File: src/rtl/broadcast_range_estimator_assert.svh
// assertion macros used by the range estimator top level
`ifndef BROADCAST_RANGE_ESTIMATOR_ASSERT_SVH
`define BROADCAST_RANGE_ESTIMATOR_ASSERT_SVH

// property that must hold in the same cycle as its trigger
`define BRE_ASSERT_NOW(label, clk, rst_n, ante, cons, msg) \
  label: assert property (@(posedge clk) disable iff (!rst_n) (ante) |-> (cons)) \
    else $error(msg);

// property that must hold in the cycle after its trigger
`define BRE_ASSERT_NEXT(label, clk, rst_n, ante, cons, msg) \
  label: assert property (@(posedge clk) disable iff (!rst_n) (ante) |=> (cons)) \
    else $error(msg);

`endif

File: src/rtl/bre_pkg.sv
// shared types, constants and codes of the broadcast range estimator
`timescale 1ns / 1ps
`default_nettype none

package bre_pkg;

  // default window depth
  localparam int WINDOW_DEPTH_DEF = 8;

  // field widths
  localparam int DW        = 16;
  localparam int CFG_ADDR_W = 2;
  localparam int CFG_DATA_W = 16;
  localparam int IN_DATA_W  = 32;
  localparam int OUT_DATA_W = 80;

  // 100 m in Q12.4, used for empty range entries and for a zero range
  localparam logic [DW-1:0] DEFAULT_RANGE = 16'd1600;

  // configuration register indexes
  localparam logic [CFG_ADDR_W-1:0] REG_CW_MIN = 2'd0;
  localparam logic [CFG_ADDR_W-1:0] REG_CW_MAX = 2'd1;
  localparam logic [CFG_ADDR_W-1:0] REG_EST_EN = 2'd2;

  // configuration reset values
  localparam logic [DW-1:0] CW_MIN_RST = 16'd32;
  localparam logic [DW-1:0] CW_MAX_RST = 16'd1024;

  // one quotient bit per divider step
  localparam int DIV_STEPS = 32;

  // controller states
  typedef enum logic [2:0] {
    ST_IDLE,
    ST_WRITE,
    ST_SCAN,
    ST_DRAIN,
    ST_DIFF,
    ST_MUL,
    ST_DIV,
    ST_DONE
  } state_t;

  // commands from controller to datapath
  typedef struct packed {
    logic load_in;
    logic wr_win;
    logic scan_clr;
    logic scan_rd;
    logic diff_ld;
    logic mul_ld;
    logic div_step;
    logic out_ld;
  } cmd_t;

endpackage

`default_nettype wire

File: src/rtl/bre_ram.sv
// generic single-port-write ram with registered read
`timescale 1ns / 1ps
`default_nettype none

module bre_ram #(
  parameter int WIDTH = 32,
  parameter int DEPTH = 16
) (
  input  wire logic                     clk,
  input  wire logic                     wr_en,
  input  wire logic [$clog2(DEPTH)-1:0] wr_addr,
  input  wire logic [WIDTH-1:0]         wr_data,
  input  wire logic                     rd_en,
  input  wire logic [$clog2(DEPTH)-1:0] rd_addr,
  output logic      [WIDTH-1:0]         rd_data
);

  logic [WIDTH-1:0] mem [DEPTH];

  // write port
  always_ff @(posedge clk) begin
    if (wr_en) begin
      mem[wr_addr] <= wr_data;
    end
  end

  // registered read port
  always_ff @(posedge clk) begin
    if (rd_en) begin
      rd_data <= mem[rd_addr];
    end
  end

endmodule

`default_nettype wire

File: src/rtl/bre_ctrl.sv
// sequencing state machine of the broadcast range estimator
`timescale 1ns / 1ps
`default_nettype none

module bre_ctrl #(
  parameter int WINDOW_DEPTH = bre_pkg::WINDOW_DEPTH_DEF,
  localparam int AW = $clog2(2 * WINDOW_DEPTH),
  localparam int CW = (AW > 5) ? AW : 5
) (
  input  wire logic          clk,
  input  wire logic          rst_n,
  input  wire logic          in_valid,
  output logic               in_ready,
  output logic               out_valid,
  input  wire logic          out_ready,
  output bre_pkg::cmd_t      cmd,
  output logic [AW-1:0]      scan_addr
);

  bre_pkg::state_t state_r, state_nxt;
  logic [CW-1:0]   cnt_r, cnt_nxt;
  logic            out_vld_r;
  logic            out_free;

  assign out_free  = !out_vld_r || out_ready;
  assign in_ready  = (state_r == bre_pkg::ST_IDLE);
  assign out_valid = out_vld_r;
  assign scan_addr = cnt_r[AW-1:0];

  // next state and step counter
  always_comb begin
    state_nxt = state_r;
    cnt_nxt   = cnt_r;
    case (state_r)
      bre_pkg::ST_IDLE: begin
        if (in_valid) begin
          state_nxt = bre_pkg::ST_WRITE;
        end
      end
      bre_pkg::ST_WRITE: begin
        state_nxt = bre_pkg::ST_SCAN;
        cnt_nxt   = '0;
      end
      bre_pkg::ST_SCAN: begin
        cnt_nxt = cnt_r + CW'(1);
        if (cnt_r == CW'(2 * WINDOW_DEPTH - 1)) begin
          state_nxt = bre_pkg::ST_DRAIN;
        end
      end
      bre_pkg::ST_DRAIN: begin
        state_nxt = bre_pkg::ST_DIFF;
      end
      bre_pkg::ST_DIFF: begin
        state_nxt = bre_pkg::ST_MUL;
      end
      bre_pkg::ST_MUL: begin
        state_nxt = bre_pkg::ST_DIV;
        cnt_nxt   = '0;
      end
      bre_pkg::ST_DIV: begin
        cnt_nxt = cnt_r + CW'(1);
        if (cnt_r == CW'(bre_pkg::DIV_STEPS - 1)) begin
          state_nxt = bre_pkg::ST_DONE;
        end
      end
      bre_pkg::ST_DONE: begin
        if (out_free) begin
          state_nxt = bre_pkg::ST_IDLE;
        end
      end
      default: begin
        state_nxt = bre_pkg::ST_IDLE;
      end
    endcase
  end

  // datapath commands
  always_comb begin
    cmd = '0;
    case (state_r)
      bre_pkg::ST_IDLE:  cmd.load_in  = in_valid;
      bre_pkg::ST_WRITE: begin
        cmd.wr_win   = 1'b1;
        cmd.scan_clr = 1'b1;
      end
      bre_pkg::ST_SCAN:  cmd.scan_rd  = 1'b1;
      bre_pkg::ST_DRAIN: cmd          = '0;
      bre_pkg::ST_DIFF:  cmd.diff_ld  = 1'b1;
      bre_pkg::ST_MUL:   cmd.mul_ld   = 1'b1;
      bre_pkg::ST_DIV:   cmd.div_step = 1'b1;
      bre_pkg::ST_DONE:  cmd.out_ld   = out_free;
      default:           cmd          = '0;
    endcase
  end

  // state and counter registers
  always_ff @(posedge clk) begin
    if (!rst_n) begin
      state_r <= bre_pkg::ST_IDLE;
      cnt_r   <= '0;
    end else begin
      state_r <= state_nxt;
      cnt_r   <= cnt_nxt;
    end
  end

  // result beat valid flag
  always_ff @(posedge clk) begin
    if (!rst_n) begin
      out_vld_r <= 1'b0;
    end else if (cmd.out_ld) begin
      out_vld_r <= 1'b1;
    end else if (out_ready) begin
      out_vld_r <= 1'b0;
    end
  end

endmodule

`default_nettype wire

File: src/rtl/bre_dp.sv
// window store, maximum scan, contention arithmetic and result register
`timescale 1ns / 1ps
`default_nettype none

module bre_dp #(
  parameter int WINDOW_DEPTH = bre_pkg::WINDOW_DEPTH_DEF,
  localparam int AW = $clog2(2 * WINDOW_DEPTH),
  localparam int PW = (WINDOW_DEPTH > 1) ? $clog2(WINDOW_DEPTH) : 1,
  localparam int DW = bre_pkg::DW
) (
  input  wire logic          clk,
  input  wire logic          rst_n,
  input  wire bre_pkg::cmd_t cmd,
  input  wire logic [AW-1:0] scan_addr,
  input  wire logic [DW-1:0] cw_min,
  input  wire logic [DW-1:0] cw_max,
  input  wire logic          est_en,
  input  wire logic          from_front,
  input  wire logic [DW-1:0] sender_distance,
  input  wire logic [DW-1:0] carried_max_distance,
  output logic      [DW-1:0] front_max_distance,
  output logic      [DW-1:0] back_max_distance,
  output logic      [DW-1:0] front_max_range,
  output logic      [DW-1:0] back_max_range,
  output logic      [DW-1:0] contention_window
);

  // captured message
  logic          side_r;
  logic [DW-1:0] dist_r;
  logic [DW-1:0] carried_r;

  // write pointers and entry valid bits
  logic [PW-1:0]             fptr_r, bptr_r;
  logic [2*WINDOW_DEPTH-1:0] valid_r;
  logic [AW-1:0]             wr_addr;
  logic                      wr_en;

  // scan pipeline
  logic [2*DW-1:0] rd_data;
  logic            rd_pend_r;
  logic            rd_vld_r;
  logic [AW-1:0]   rd_addr_r;
  logic [DW-1:0]   ent_dist, ent_range;
  logic            ent_front;
  logic [DW-1:0]   fd_max_r, bd_max_r, fr_max_r, br_max_r;

  // arithmetic
  logic [DW-1:0]   side_range, range_eff, diff, span;
  logic [DW-1:0]   range_r, diff_r, span_r;
  logic [2*DW-1:0] dvd_r;
  logic [DW-1:0]   rem_r;
  logic [DW:0]     trial;
  logic            q_bit;
  logic [2*DW:0]   sum;
  logic [DW-1:0]   cw_sat;

  // message capture
  always_ff @(posedge clk) begin
    if (cmd.load_in) begin
      side_r    <= from_front;
      dist_r    <= sender_distance;
      carried_r <= carried_max_distance;
    end
  end

  // window write address: front entries sit above the back ones
  assign wr_en   = cmd.wr_win && est_en;
  assign wr_addr = side_r ? (AW'(WINDOW_DEPTH) + AW'(fptr_r)) : AW'(bptr_r);

  // pointer and valid bit upkeep
  always_ff @(posedge clk) begin
    if (!rst_n) begin
      fptr_r  <= '0;
      bptr_r  <= '0;
      valid_r <= '0;
    end else if (wr_en) begin
      valid_r[wr_addr] <= 1'b1;
      if (side_r) begin
        fptr_r <= (fptr_r == PW'(WINDOW_DEPTH - 1)) ? '0 : fptr_r + PW'(1);
      end else begin
        bptr_r <= (bptr_r == PW'(WINDOW_DEPTH - 1)) ? '0 : bptr_r + PW'(1);
      end
    end
  end

  // both sides' windows, entry = range in the upper half, distance in the lower
  bre_ram #(
    .WIDTH (2 * DW),
    .DEPTH (2 * WINDOW_DEPTH)
  ) u_win (
    .clk     (clk),
    .wr_en   (wr_en),
    .wr_addr (wr_addr),
    .wr_data ({carried_r, dist_r}),
    .rd_en   (cmd.scan_rd),
    .rd_addr (scan_addr),
    .rd_data (rd_data)
  );

  // read side bookkeeping, aligned with the ram output
  always_ff @(posedge clk) begin
    if (!rst_n) begin
      rd_pend_r <= 1'b0;
    end else begin
      rd_pend_r <= cmd.scan_rd;
    end
  end

  always_ff @(posedge clk) begin
    if (cmd.scan_rd) begin
      rd_addr_r <= scan_addr;
      rd_vld_r  <= valid_r[scan_addr];
    end
  end

  // unwritten entries read as their reset value
  assign ent_dist  = rd_vld_r ? rd_data[DW-1:0]    : '0;
  assign ent_range = rd_vld_r ? rd_data[2*DW-1:DW] : bre_pkg::DEFAULT_RANGE;
  assign ent_front = (rd_addr_r >= AW'(WINDOW_DEPTH));

  // running maxima
  always_ff @(posedge clk) begin
    if (cmd.scan_clr) begin
      fd_max_r <= '0;
      bd_max_r <= '0;
      fr_max_r <= '0;
      br_max_r <= '0;
    end else if (rd_pend_r) begin
      if (ent_front) begin
        if (ent_dist > fd_max_r) begin
          fd_max_r <= ent_dist;
        end
        if (ent_range > fr_max_r) begin
          fr_max_r <= ent_range;
        end
      end else begin
        if (ent_dist > bd_max_r) begin
          bd_max_r <= ent_dist;
        end
        if (ent_range > br_max_r) begin
          br_max_r <= ent_range;
        end
      end
    end
  end

  // distance gap and window span
  assign side_range = side_r ? fr_max_r : br_max_r;
  assign range_eff  = (side_range == '0) ? bre_pkg::DEFAULT_RANGE : side_range;
  assign diff       = (range_eff >= dist_r) ? (range_eff - dist_r) : (dist_r - range_eff);
  assign span       = (cw_max >= cw_min) ? (cw_max - cw_min) : '0;

  always_ff @(posedge clk) begin
    if (cmd.diff_ld) begin
      range_r <= range_eff;
      diff_r  <= diff;
      span_r  <= span;
    end
  end

  // restoring divider step: one quotient bit shifts into the dividend register
  assign trial = {rem_r, dvd_r[2*DW-1]};
  assign q_bit = (trial >= {1'b0, range_r});

  always_ff @(posedge clk) begin
    if (cmd.mul_ld) begin
      dvd_r <= (2*DW)'(diff_r) * (2*DW)'(span_r);
      rem_r <= '0;
    end else if (cmd.div_step) begin
      dvd_r <= {dvd_r[2*DW-2:0], q_bit};
      rem_r <= q_bit ? DW'(trial - {1'b0, range_r}) : trial[DW-1:0];
    end
  end

  // offset and saturate
  assign sum    = (2*DW+1)'(cw_min) + (2*DW+1)'(dvd_r);
  assign cw_sat = (sum > (2*DW+1)'({DW{1'b1}})) ? {DW{1'b1}} : sum[DW-1:0];

  // result register
  always_ff @(posedge clk) begin
    if (cmd.out_ld) begin
      front_max_distance <= fd_max_r;
      back_max_distance  <= bd_max_r;
      front_max_range    <= fr_max_r;
      back_max_range     <= br_max_r;
      contention_window  <= cw_sat;
    end
  end

endmodule

`default_nettype wire

File: src/rtl/broadcast_range_estimator.sv
// top level of the broadcast range estimator
//
// One input beat is one received broadcast message: in_tuser carries the side
// (front or back), in_tdata the sender distance and the sender's carried range.
// Each beat yields exactly one result beat with the four window maxima and a
// contention window in slots. Configuration is written through cfg_wr_en,
// cfg_addr and cfg_wdata; the user must write it only while no message is in
// flight, since the block itself does not enforce this. A message passes
// through the window scan, one ram entry per cycle over both sides, and the
// 32-step serial divider before its result is registered, and the block takes
// no new message until it is through with the last one.
// in_tready is high only while the block is idle; it does not wait for the
// result to be taken, since the result sits in its own output register. If the
// receiver stalls, the result holds and the next message stops at its final
// step until the register frees. Synchronous reset clears the state machine,
// the write pointers and all window entries (distances 0, ranges 100 m) and
// restores the configuration defaults.
`timescale 1ns / 1ps
`default_nettype none
`include "broadcast_range_estimator_assert.svh"

module broadcast_range_estimator #(
  parameter int WINDOW_DEPTH = bre_pkg::WINDOW_DEPTH_DEF
) (
  input  wire logic                             clk,
  input  wire logic                             rst_n,
  // input stream
  input  wire logic                             in_tvalid,
  output logic                                  in_tready,
  // from_front
  input  wire logic [0:0]                       in_tuser,
  // sender_distance, carried_max_distance
  input  wire logic [bre_pkg::IN_DATA_W-1:0]    in_tdata,
  // result stream
  output logic                                  out_tvalid,
  input  wire logic                             out_tready,
  // front_max_distance, back_max_distance, front_max_range, back_max_range,
  // contention_window
  output logic      [bre_pkg::OUT_DATA_W-1:0]   out_tdata,
  // configuration write port
  input  wire logic                             cfg_wr_en,
  input  wire logic [bre_pkg::CFG_ADDR_W-1:0]   cfg_addr,
  input  wire logic [bre_pkg::CFG_DATA_W-1:0]   cfg_wdata
);

  localparam int AW = $clog2(2 * WINDOW_DEPTH);
  localparam int DW = bre_pkg::DW;

  logic [DW-1:0] cw_min_r, cw_max_r;
  logic          est_en_r;
  bre_pkg::cmd_t cmd;
  logic [AW-1:0] scan_addr;

  // configuration registers
  always_ff @(posedge clk) begin
    if (!rst_n) begin
      cw_min_r <= bre_pkg::CW_MIN_RST;
      cw_max_r <= bre_pkg::CW_MAX_RST;
      est_en_r <= 1'b1;
    end else if (cfg_wr_en) begin
      case (cfg_addr)
        bre_pkg::REG_CW_MIN: cw_min_r <= cfg_wdata[DW-1:0];
        bre_pkg::REG_CW_MAX: cw_max_r <= cfg_wdata[DW-1:0];
        bre_pkg::REG_EST_EN: est_en_r <= cfg_wdata[0];
        default: ;
      endcase
    end
  end

  // sequencer
  bre_ctrl #(
    .WINDOW_DEPTH (WINDOW_DEPTH)
  ) u_ctrl (
    .clk       (clk),
    .rst_n     (rst_n),
    .in_valid  (in_tvalid),
    .in_ready  (in_tready),
    .out_valid (out_tvalid),
    .out_ready (out_tready),
    .cmd       (cmd),
    .scan_addr (scan_addr)
  );

  // datapath
  bre_dp #(
    .WINDOW_DEPTH (WINDOW_DEPTH)
  ) u_dp (
    .clk                  (clk),
    .rst_n                (rst_n),
    .cmd                  (cmd),
    .scan_addr            (scan_addr),
    .cw_min               (cw_min_r),
    .cw_max               (cw_max_r),
    .est_en               (est_en_r),
    .from_front           (in_tuser[0]),
    .sender_distance      (in_tdata[DW-1:0]),
    .carried_max_distance (in_tdata[2*DW-1:DW]),
    .front_max_distance   (out_tdata[DW-1:0]),
    .back_max_distance    (out_tdata[2*DW-1:DW]),
    .front_max_range      (out_tdata[3*DW-1:2*DW]),
    .back_max_range       (out_tdata[4*DW-1:3*DW]),
    .contention_window    (out_tdata[5*DW-1:4*DW])
  );

  // a message keeps the block busy for the following cycle
  `BRE_ASSERT_NEXT(a_busy_after_accept, clk, rst_n, in_tvalid && in_tready, !in_tready,
                   "input accepted while previous message still in work")

  // a fresh result only comes out of a message in work
  `BRE_ASSERT_NOW(a_result_from_work, clk, rst_n, $rose(out_tvalid), !$past(in_tready),
                  "result beat raised while the block was idle")

endmodule

`default_nettype wire
File: config.mk
export PLATFORM = sky130hd
export DESIGN_NAME = broadcast_range_estimator
export DESIGN_NICKNAME = d
export VERILOG_FILES = /design/src/rtl/bre_pkg.sv /design/src/rtl/bre_ram.sv /design/src/rtl/bre_ctrl.sv /design/src/rtl/bre_dp.sv /design/src/rtl/broadcast_range_estimator.sv
export VERILOG_INCLUDE_DIRS = /design/src /design/src/rtl
export SDC_FILE = /design/constraint.sdc
export NUM_CORES = 2
export LEC_CHECK = 0
export ABC_AREA = 1
export BUFFER_PORTS_ARGS = -buffer_cell sky130_fd_sc_hd__buf_2
export CORE_MARGIN = 4
export CORE_UTILIZATION = 32
export DETAILED_ROUTE_END_ITERATION = 8
export PLACE_DENSITY = 0.54
export SETUP_SLACK_MARGIN = 0.2
export SYNTH_ARGS = -nofsm -noshare
export SYNTH_HDL_FRONTEND = slang
export SYNTH_SLANG_ARGS = --single-unit
File: constraint.sdc
create_clock -name clk -period 8.1 [get_ports clk]
set_clock_uncertainty 0.2 [all_clocks]
set_input_delay 1.62 -clock clk [delete_from_list [all_inputs] [get_ports clk]]
set_output_delay 1.62 -clock clk [all_outputs]
set_load 0.05 [all_outputs]
; After elaboration in Yosys (flattened, before gate mapping)
; Memory sizes are Yosys's and may differ from the RTL's. A register that Yosys moved wholly into a read port is not among the register bits.
; Cells that the tools add are included.
[op_classes]
addsub = 9
n_mul = 1
order_cmp = 12
n_eq_ne = 17
muxes = 32
bitwise = 3
reduce_logical = 22
[op_table]
columns = cell, n
row1 = 2-to-1 mux 16 bit, 6
row2 = greater-than comparator 16 bit, 4
row3 = 2-to-1 mux 32 bit, 2
row4 = subtractor 16 bit, 4
row5 = adder 16 x 32 -> 33 bit, 1
row6 = "greater-than comparator 33 x 16 -> 1 bit, second input constant", 1
row7 = >= comparator 16 bit, 2
row8 = multiplier 16 x 16 -> 32 bit, 1
row9 = case mux 3 bit (8 select lines), 1
row10 = "== test 3 bit, second input constant", 6
row11 = 2-to-1 mux 3 bit, 6
row12 = >= comparator 17 x 16 -> 1 bit, 1
row13 = zero test 16 bit, 1
row14 = OR 16 bit, 1
row15 = 2-to-1 mux 1 bit, 12
row16 = AND reduction 3 bit, 4
row17 = "less-than comparator 4 x 5 -> 1 bit, second input constant", 2
row18 = case mux 5 bit (2 select lines), 1
row19 = AND reduction 2 bit, 5
row20 = "adder 3 x 1 -> 3 bit, second input constant", 2
row21 = "== test 3 x 2 -> 1 bit, second input constant", 2
row22 = "inequality test 2 x 1 -> 1 bit, second input constant", 3
row23 = nonzero test 2 bit, 3
row24 = "adder 5 x 1 -> 5 bit, second input constant", 1
row25 = other kinds (21), 24
[totals]
regBits = 343
ram_bits = 512
inputBits = 56
output_inout_bits = 82
wordCells = 126
n_memories = 1
[mem_list]
columns = memory, words, word_bits, rd, rd_clocked_by_memory_dff, write_ports, line_no
row1 = u_dp.u_win.mem, 16, 32, 1, 1, 1, bre_ram.sv:18  ; logic [WIDTH-1:0] mem [DEPTH];

; Depth between registers and ports, before layout
[logic_depth]
ltp_word = 7
mapped_depth = 28
depth_no_buf = 26

; By module
; From an unflattened synthesis, not the netlist that was laid out.
[hier_totals]
cells_unflattened = 5781
area_unflattened_um2 = 51451.8
[by_module_without_submodules]
columns = module, n_inst, cells_each, area_per_inst_um2, seq_area_each_um2
row1 = bre_dp, 1, 3366, 26431.6, 7917.6
row2 = bre_ram, 1, 2120, 23050.9, 16335.7
row3 = broadcast_range_estimator, 1, 212, 1406.3, 660.6
row4 = bre_ctrl, 1, 83, 563.0, 180.2

; Worst setup path before layout
; OpenSTA, ideal clock, no wires.
[synth_path]
path_kind = register -> register
from = reg u_dp.diff_r[5]
to = reg u_dp.dvd_r[21], data pin
setup_time_ns = 0.264
arrival_ns = 5.481
required_ns = 7.636
path_slack_ns = 2.154
path_stages_with_launch = 23
path_buffers = 2
period_less_slack_ns = 5.946
cell_sequence = edfxtp_1 clkbuf_1 clkbuf_1 nand2_1 fa_1 inv_1 fa_1 inv_1 fa_1 inv_1 fa_1 fa_1 inv_1 fa_1 inv_1 ha_1 a21o_1 a21oi_1 o21ai_0 nand3b_1 or2_2 nand3_1 o21ai_0
[synth_via]
elab_chain_cells = 2
[synth_lines]
columns = element, line_no
row1 = from (decl), bre_dp.sv:50  ; logic [DW-1:0] range_r, diff_r, span_r;
row2 = from (signal assigned), bre_dp.sv:157  ; diff_r <= diff;
row3 = multiplier 16 x 16 -> 32 bit, bre_dp.sv:168  ; dvd_r <= (2*DW)'(diff_r) * (2*DW)'(span_r);
row4 = 2-to-1 mux 32 bit, bre_dp.sv:167  ; if (cmd.mul_ld) begin
row5 = to (signal assigned), bre_dp.sv:168
row6 = to (signal assigned), bre_dp.sv:171  ; dvd_r <= {dvd_r[2*DW-2:0], q_bit};
row7 = to (decl), bre_dp.sv:51  ; logic [2*DW-1:0] dvd_r;
; No other way between the ends.
; A chain may end at the register's enable or synchronous reset.

; Final worst setup path
[layout_path]
from = reg u_dp.span_r[3]
to = reg u_dp.dvd_r[20], data pin
[layout_via]
elab_chain_cells = 2
[layout_lines]
columns = element, line_no
row1 = from (decl), bre_dp.sv:50
row2 = from (signal assigned), bre_dp.sv:158  ; span_r <= span;
row3 = multiplier 16 x 16 -> 32 bit, bre_dp.sv:168
row4 = 2-to-1 mux 32 bit, bre_dp.sv:167
; No other way between the ends.

==> results.py <==
metrics = {
    "sta": {
        "hold_viol_final": 0,
        "timing.final.crit_share": 0.791,
        "setup_viol": 0,
        "fmax_mhz": 156,
        "slew_violations": 0,
        "worst_pin_slew_ns": 1.07,
        "maxSlewHeadroom": 0.286,
        "rsz0062_at_grt": "no",
        "period_needed_ns": 6.41,
        "setup_tns_ns": 0,
    },
    "grt": {
        "grt.busiest_layer": "met2",
        "grt_pass1_wl_um": 211000,
        "gr-total-overflow": 0,
        "antenna_found_initial": 2,
        "gr-usage-met3": 0.0212,
        "met2_usage": 0.292,
        "globalRouteMet1Util": 0.235,
        "track_usage": 0.173,
        "grt_pass1_vias": 34200,
        "grt_max_degree": 126,
    },
    "layout": {
        "drive_above_1_share": 0.0835,
        "fin_util": 0.362,
        "n_fill_cell": 15500,
        "layout.cells.non_filler": 7181,
        "area_growth_pct": 12.4,
        "seqCellArea_sq_mm": 0.0251,
        "fin_nets": 5581,
        "multi_input_area_sq_mm": 0.0202,
    },
    "placed_design": {
        "globalplace.congestion": 0.880,
        "placedCellCount": 7003,
        "dp_hpwl_um": 93400,
        "port_buffers": 137,
    },
    "die": {
        "core_sq_mm": 0.152,
        "io_pins": 138,
        "fp.dieW_um": 399,
        "die-area_sq_mm": 0.159,
        "die_h_um": 399,
        "rows": 143,
        "start_util": 0.322,
    },
    "drt": {
        "ant_nets": 0,
        "routed_wl_um": 139000,
        "vias": 35100,
        "dr.pass1.iters": 6,
        "drt-initial-drc-count": 2530,
        "drcViolationCount": 0,
        "routed_via_density": 4.89,
        "wl_per_cell_um": 19.4,
    },
    "critical_path": {
        "cp-end-kind": "flip-flop",
        "worstPathArrival_ns": 6.77,
        "crit_family": "adder cells",
        "start_kind": "flip-flop",
        "cpMaxStageDelayCell": "edfxtp_1",
        "worstSetupPathType": "flip-flop to flip-flop",
        "critPathMaxFanout": 16,
        "cp_data_required_time_ns": 8.45,
        "slowest_delay_ns": 0.80,
        "critical_path.most_common_cell": "fa_1",
        "path_cells": "nand2_1 > fa_1 > fa_1 > fa_1 > fa_1 > inv_1 > fa_1 > inv_1 > fa_1 > inv_1 > ha_1 > nand2_1 > nor2_1 > nand4_1 > o21ai_0 > a21oi_1 > or2_2 > a31oi_1",
        "path_buf_inv": 3,
    },
    "clock_tree": {
        "clock-root-buffer": "clkbuf_16",
        "post_cts.repair.setup_buffers": 0,
        "cts_tree": "yes",
        "cts.sinks": 884,
        "h-tree-depth": 3,
        "clockBufferDepth": 3,
        "hold_buffers": 0,
        "cts-resized-gates": 0,
        "clk_pin_slew_ns": 0.06,
        "cts_buffers": 97,
        "clk_latency_ns": 0.70,
    },
    "pwr": {
        "power_density_mw_per_mm2": 323,
        "total_power_mw": 17.7,
        "power_leakage_nw": 22.5,
        "ir_worst_vdd_mv": 0.440,
    },
    "flow_run": {
        "drv_cap": 0,
    },
    "synthesis": {
        "ys_ff_latch": 884,
        "ys_types": 57,
        "syn-num-nets": 5525,
        "ys_seq_area_frac": 0.514,
        "avgSynthCellArea_sq_um": 9.73,
        "syn_inst": 5016,
        "syn_area_sq_mm": 0.0488,
        "ys_warn_count": 0,
        "synth-edff-count": 739,
        "postSynth.asyncResetShare": 0,
        "ys.flop_type": "edfxtp_1",
    },
    "min_path": {
        "worst_hold_path_type": "flip-flop to flip-flop",
    },
    "outcome": {
        "status": "finished clean",
    },
}
## kinds of logic after synthesis
family	count (synthesis)	share of synthesized area
fa+ha+maj	453	0.147
buf+inv	966	0.0753
flops	884	0.514
compound gates	903	0.103
xor+xnor	72	0.0129
simple gates	1736	0.147
mux	2	0.000410
## final timing paths
kind / startpoint / to / slack [ns] / cells past startpoint
worst min register to register: u_dp.valid_r[13] / u_dp.valid_r[13] / 0.26 / 1
worst min-delay path: u_dp.valid_r[13] / u_dp.valid_r[13] / 0.26 / 1
worst max register to register: u_dp.span_r[3] / u_dp.dvd_r[20] / 1.69 / 18
worst max-delay path: u_dp.span_r[3] / u_dp.dvd_r[20] / 1.69 / 18
## layer usage
metal / up-vias / wire, um / part of all wire
met1: 17200 / 62000 / 0.44
met4: 0 / 3060 / 0.022
met2: 893 / 67500 / 0.48
met5: - / 0 / 0
met3: 162 / 6840 / 0.049
li1: 16900 / - / -
## layout by cell type (no fill, tap or decap), drive strengths merged, types with 3 or more instances in the layout
master,synthesis,layout
o21bai,12,12
or2,13,13
fa,199,199
a211oi,4,4
a21oi,240,240
nor2,530,530
inv,733,740
o21a,10,10
nand3b,6,6
nor3,27,27
o21ai,445,445
clkbuf,201,133
o22ai,76,76
xnor2,27,27
o211ai,17,17
nand4,27,27
dfxtp,145,145
a31oi,13,13
ha,254,254
clkinvlp,0,3
buf,30,188
nor4,10,10
a21o,15,15
bufinv,0,7
clkinv,2,29
xor2,45,45
nand2,908,908
edfxtp,739,739
a21boi,4,4
o221ai,57,57
nand3,211,211
## stage by stage
| stage | instance area [sq um] | setup slack [ns] | hold WS, ns |
|---|---|---|---|
| final | 54900 | 1.69 | 0.263 |
| after global routing | 54900 | 1.35 | 0.274 |
| after CTS | 54900 | 1.70 | 0.259 |
| after floorplan | 48800 | 2.15 | 0.230 |
| after detailed placement | 51700 | 1.72 | 0.248 |
| after global placement | 51700 | 1.75 | 0.244 |
## cells in the mapped netlist, types with 27 or more instances
cell type	instances	area share
a21oi_1	239	0.025
clkbuf_1	199	0.015
dfxtp_1	145	0.059
edfxtp_1	739	0.45
fa_1	199	0.082
ha_1	254	0.065
inv_1	717	0.055
nand2_1	895	0.069
nand3_1	191	0.020
nand4_1	27	0.0035
nor2_1	518	0.040
o21ai_0	441	0.045
o221ai_1	57	0.010
o22ai_1	76	0.0097
xnor2_1	27	0.0048
xor2_1	45	0.0081
## sequential cells by signal, summed over array words and instances (netlist names), 5 cells and up
signal and count:
u_ctrl.cnt_r 5, u_dp.rem_r 16, u_dp.contention_window 16, u_dp.front_max_range 16
u_dp.u_win.rd_data 32, u_dp.u_win.mem 512, u_dp.fd_max_r 16, u_dp.front_max_distance 16
cw_max_r 16, u_dp.br_max_r 16, u_dp.back_max_distance 16, u_dp.bd_max_r 16
u_dp.fr_max_r 16, u_dp.diff_r 16, u_dp.dvd_r 32, u_dp.carried_r 16
u_dp.valid_r 16, u_dp.span_r 16, u_dp.back_max_range 16, u_dp.range_r 16
cw_min_r 16, u_dp.dist_r 16
## final cells by class
class | count | share of cell area
inverters | 735 | 0.0504
clock inverters | 44 | 0.00972
diodes | 1 | 0.0000456
well taps | 2030 | 0.0463
multi-input cells | 3166 | 0.368
repair buffers | 188 | 0.0195
clock buffers | 133 | 0.0482
flip-flops and latches | 884 | 0.458
## report_power, final
part | total, mW | internal (mW) | switching, mW
combinational | 7.64 | 2.52 | 5.13
clock | 4.40 | 2.53 | 1.87
sequential | 5.67 | 5.34 | 0.323
total | 17.7 | 10.4 | 7.32
## worst reg2reg max path, stage by stage (launching register included)
cell      delay (ns)
edfxtp_1        0.80
nand2_1         0.19
fa_1            0.59
fa_1            0.44
fa_1            0.49
fa_1            0.50
inv_1           0.06
fa_1            0.52
inv_1           0.05
fa_1            0.53
inv_1           0.05
ha_1            0.35
nand2_1         0.13
nor2_1          0.23
nand4_1         0.10
o21ai_0         0.46
a21oi_1         0.16
or2_2           0.30
a31oi_1         0.12
No activity file was read; power rests on OpenSTA's default activity.
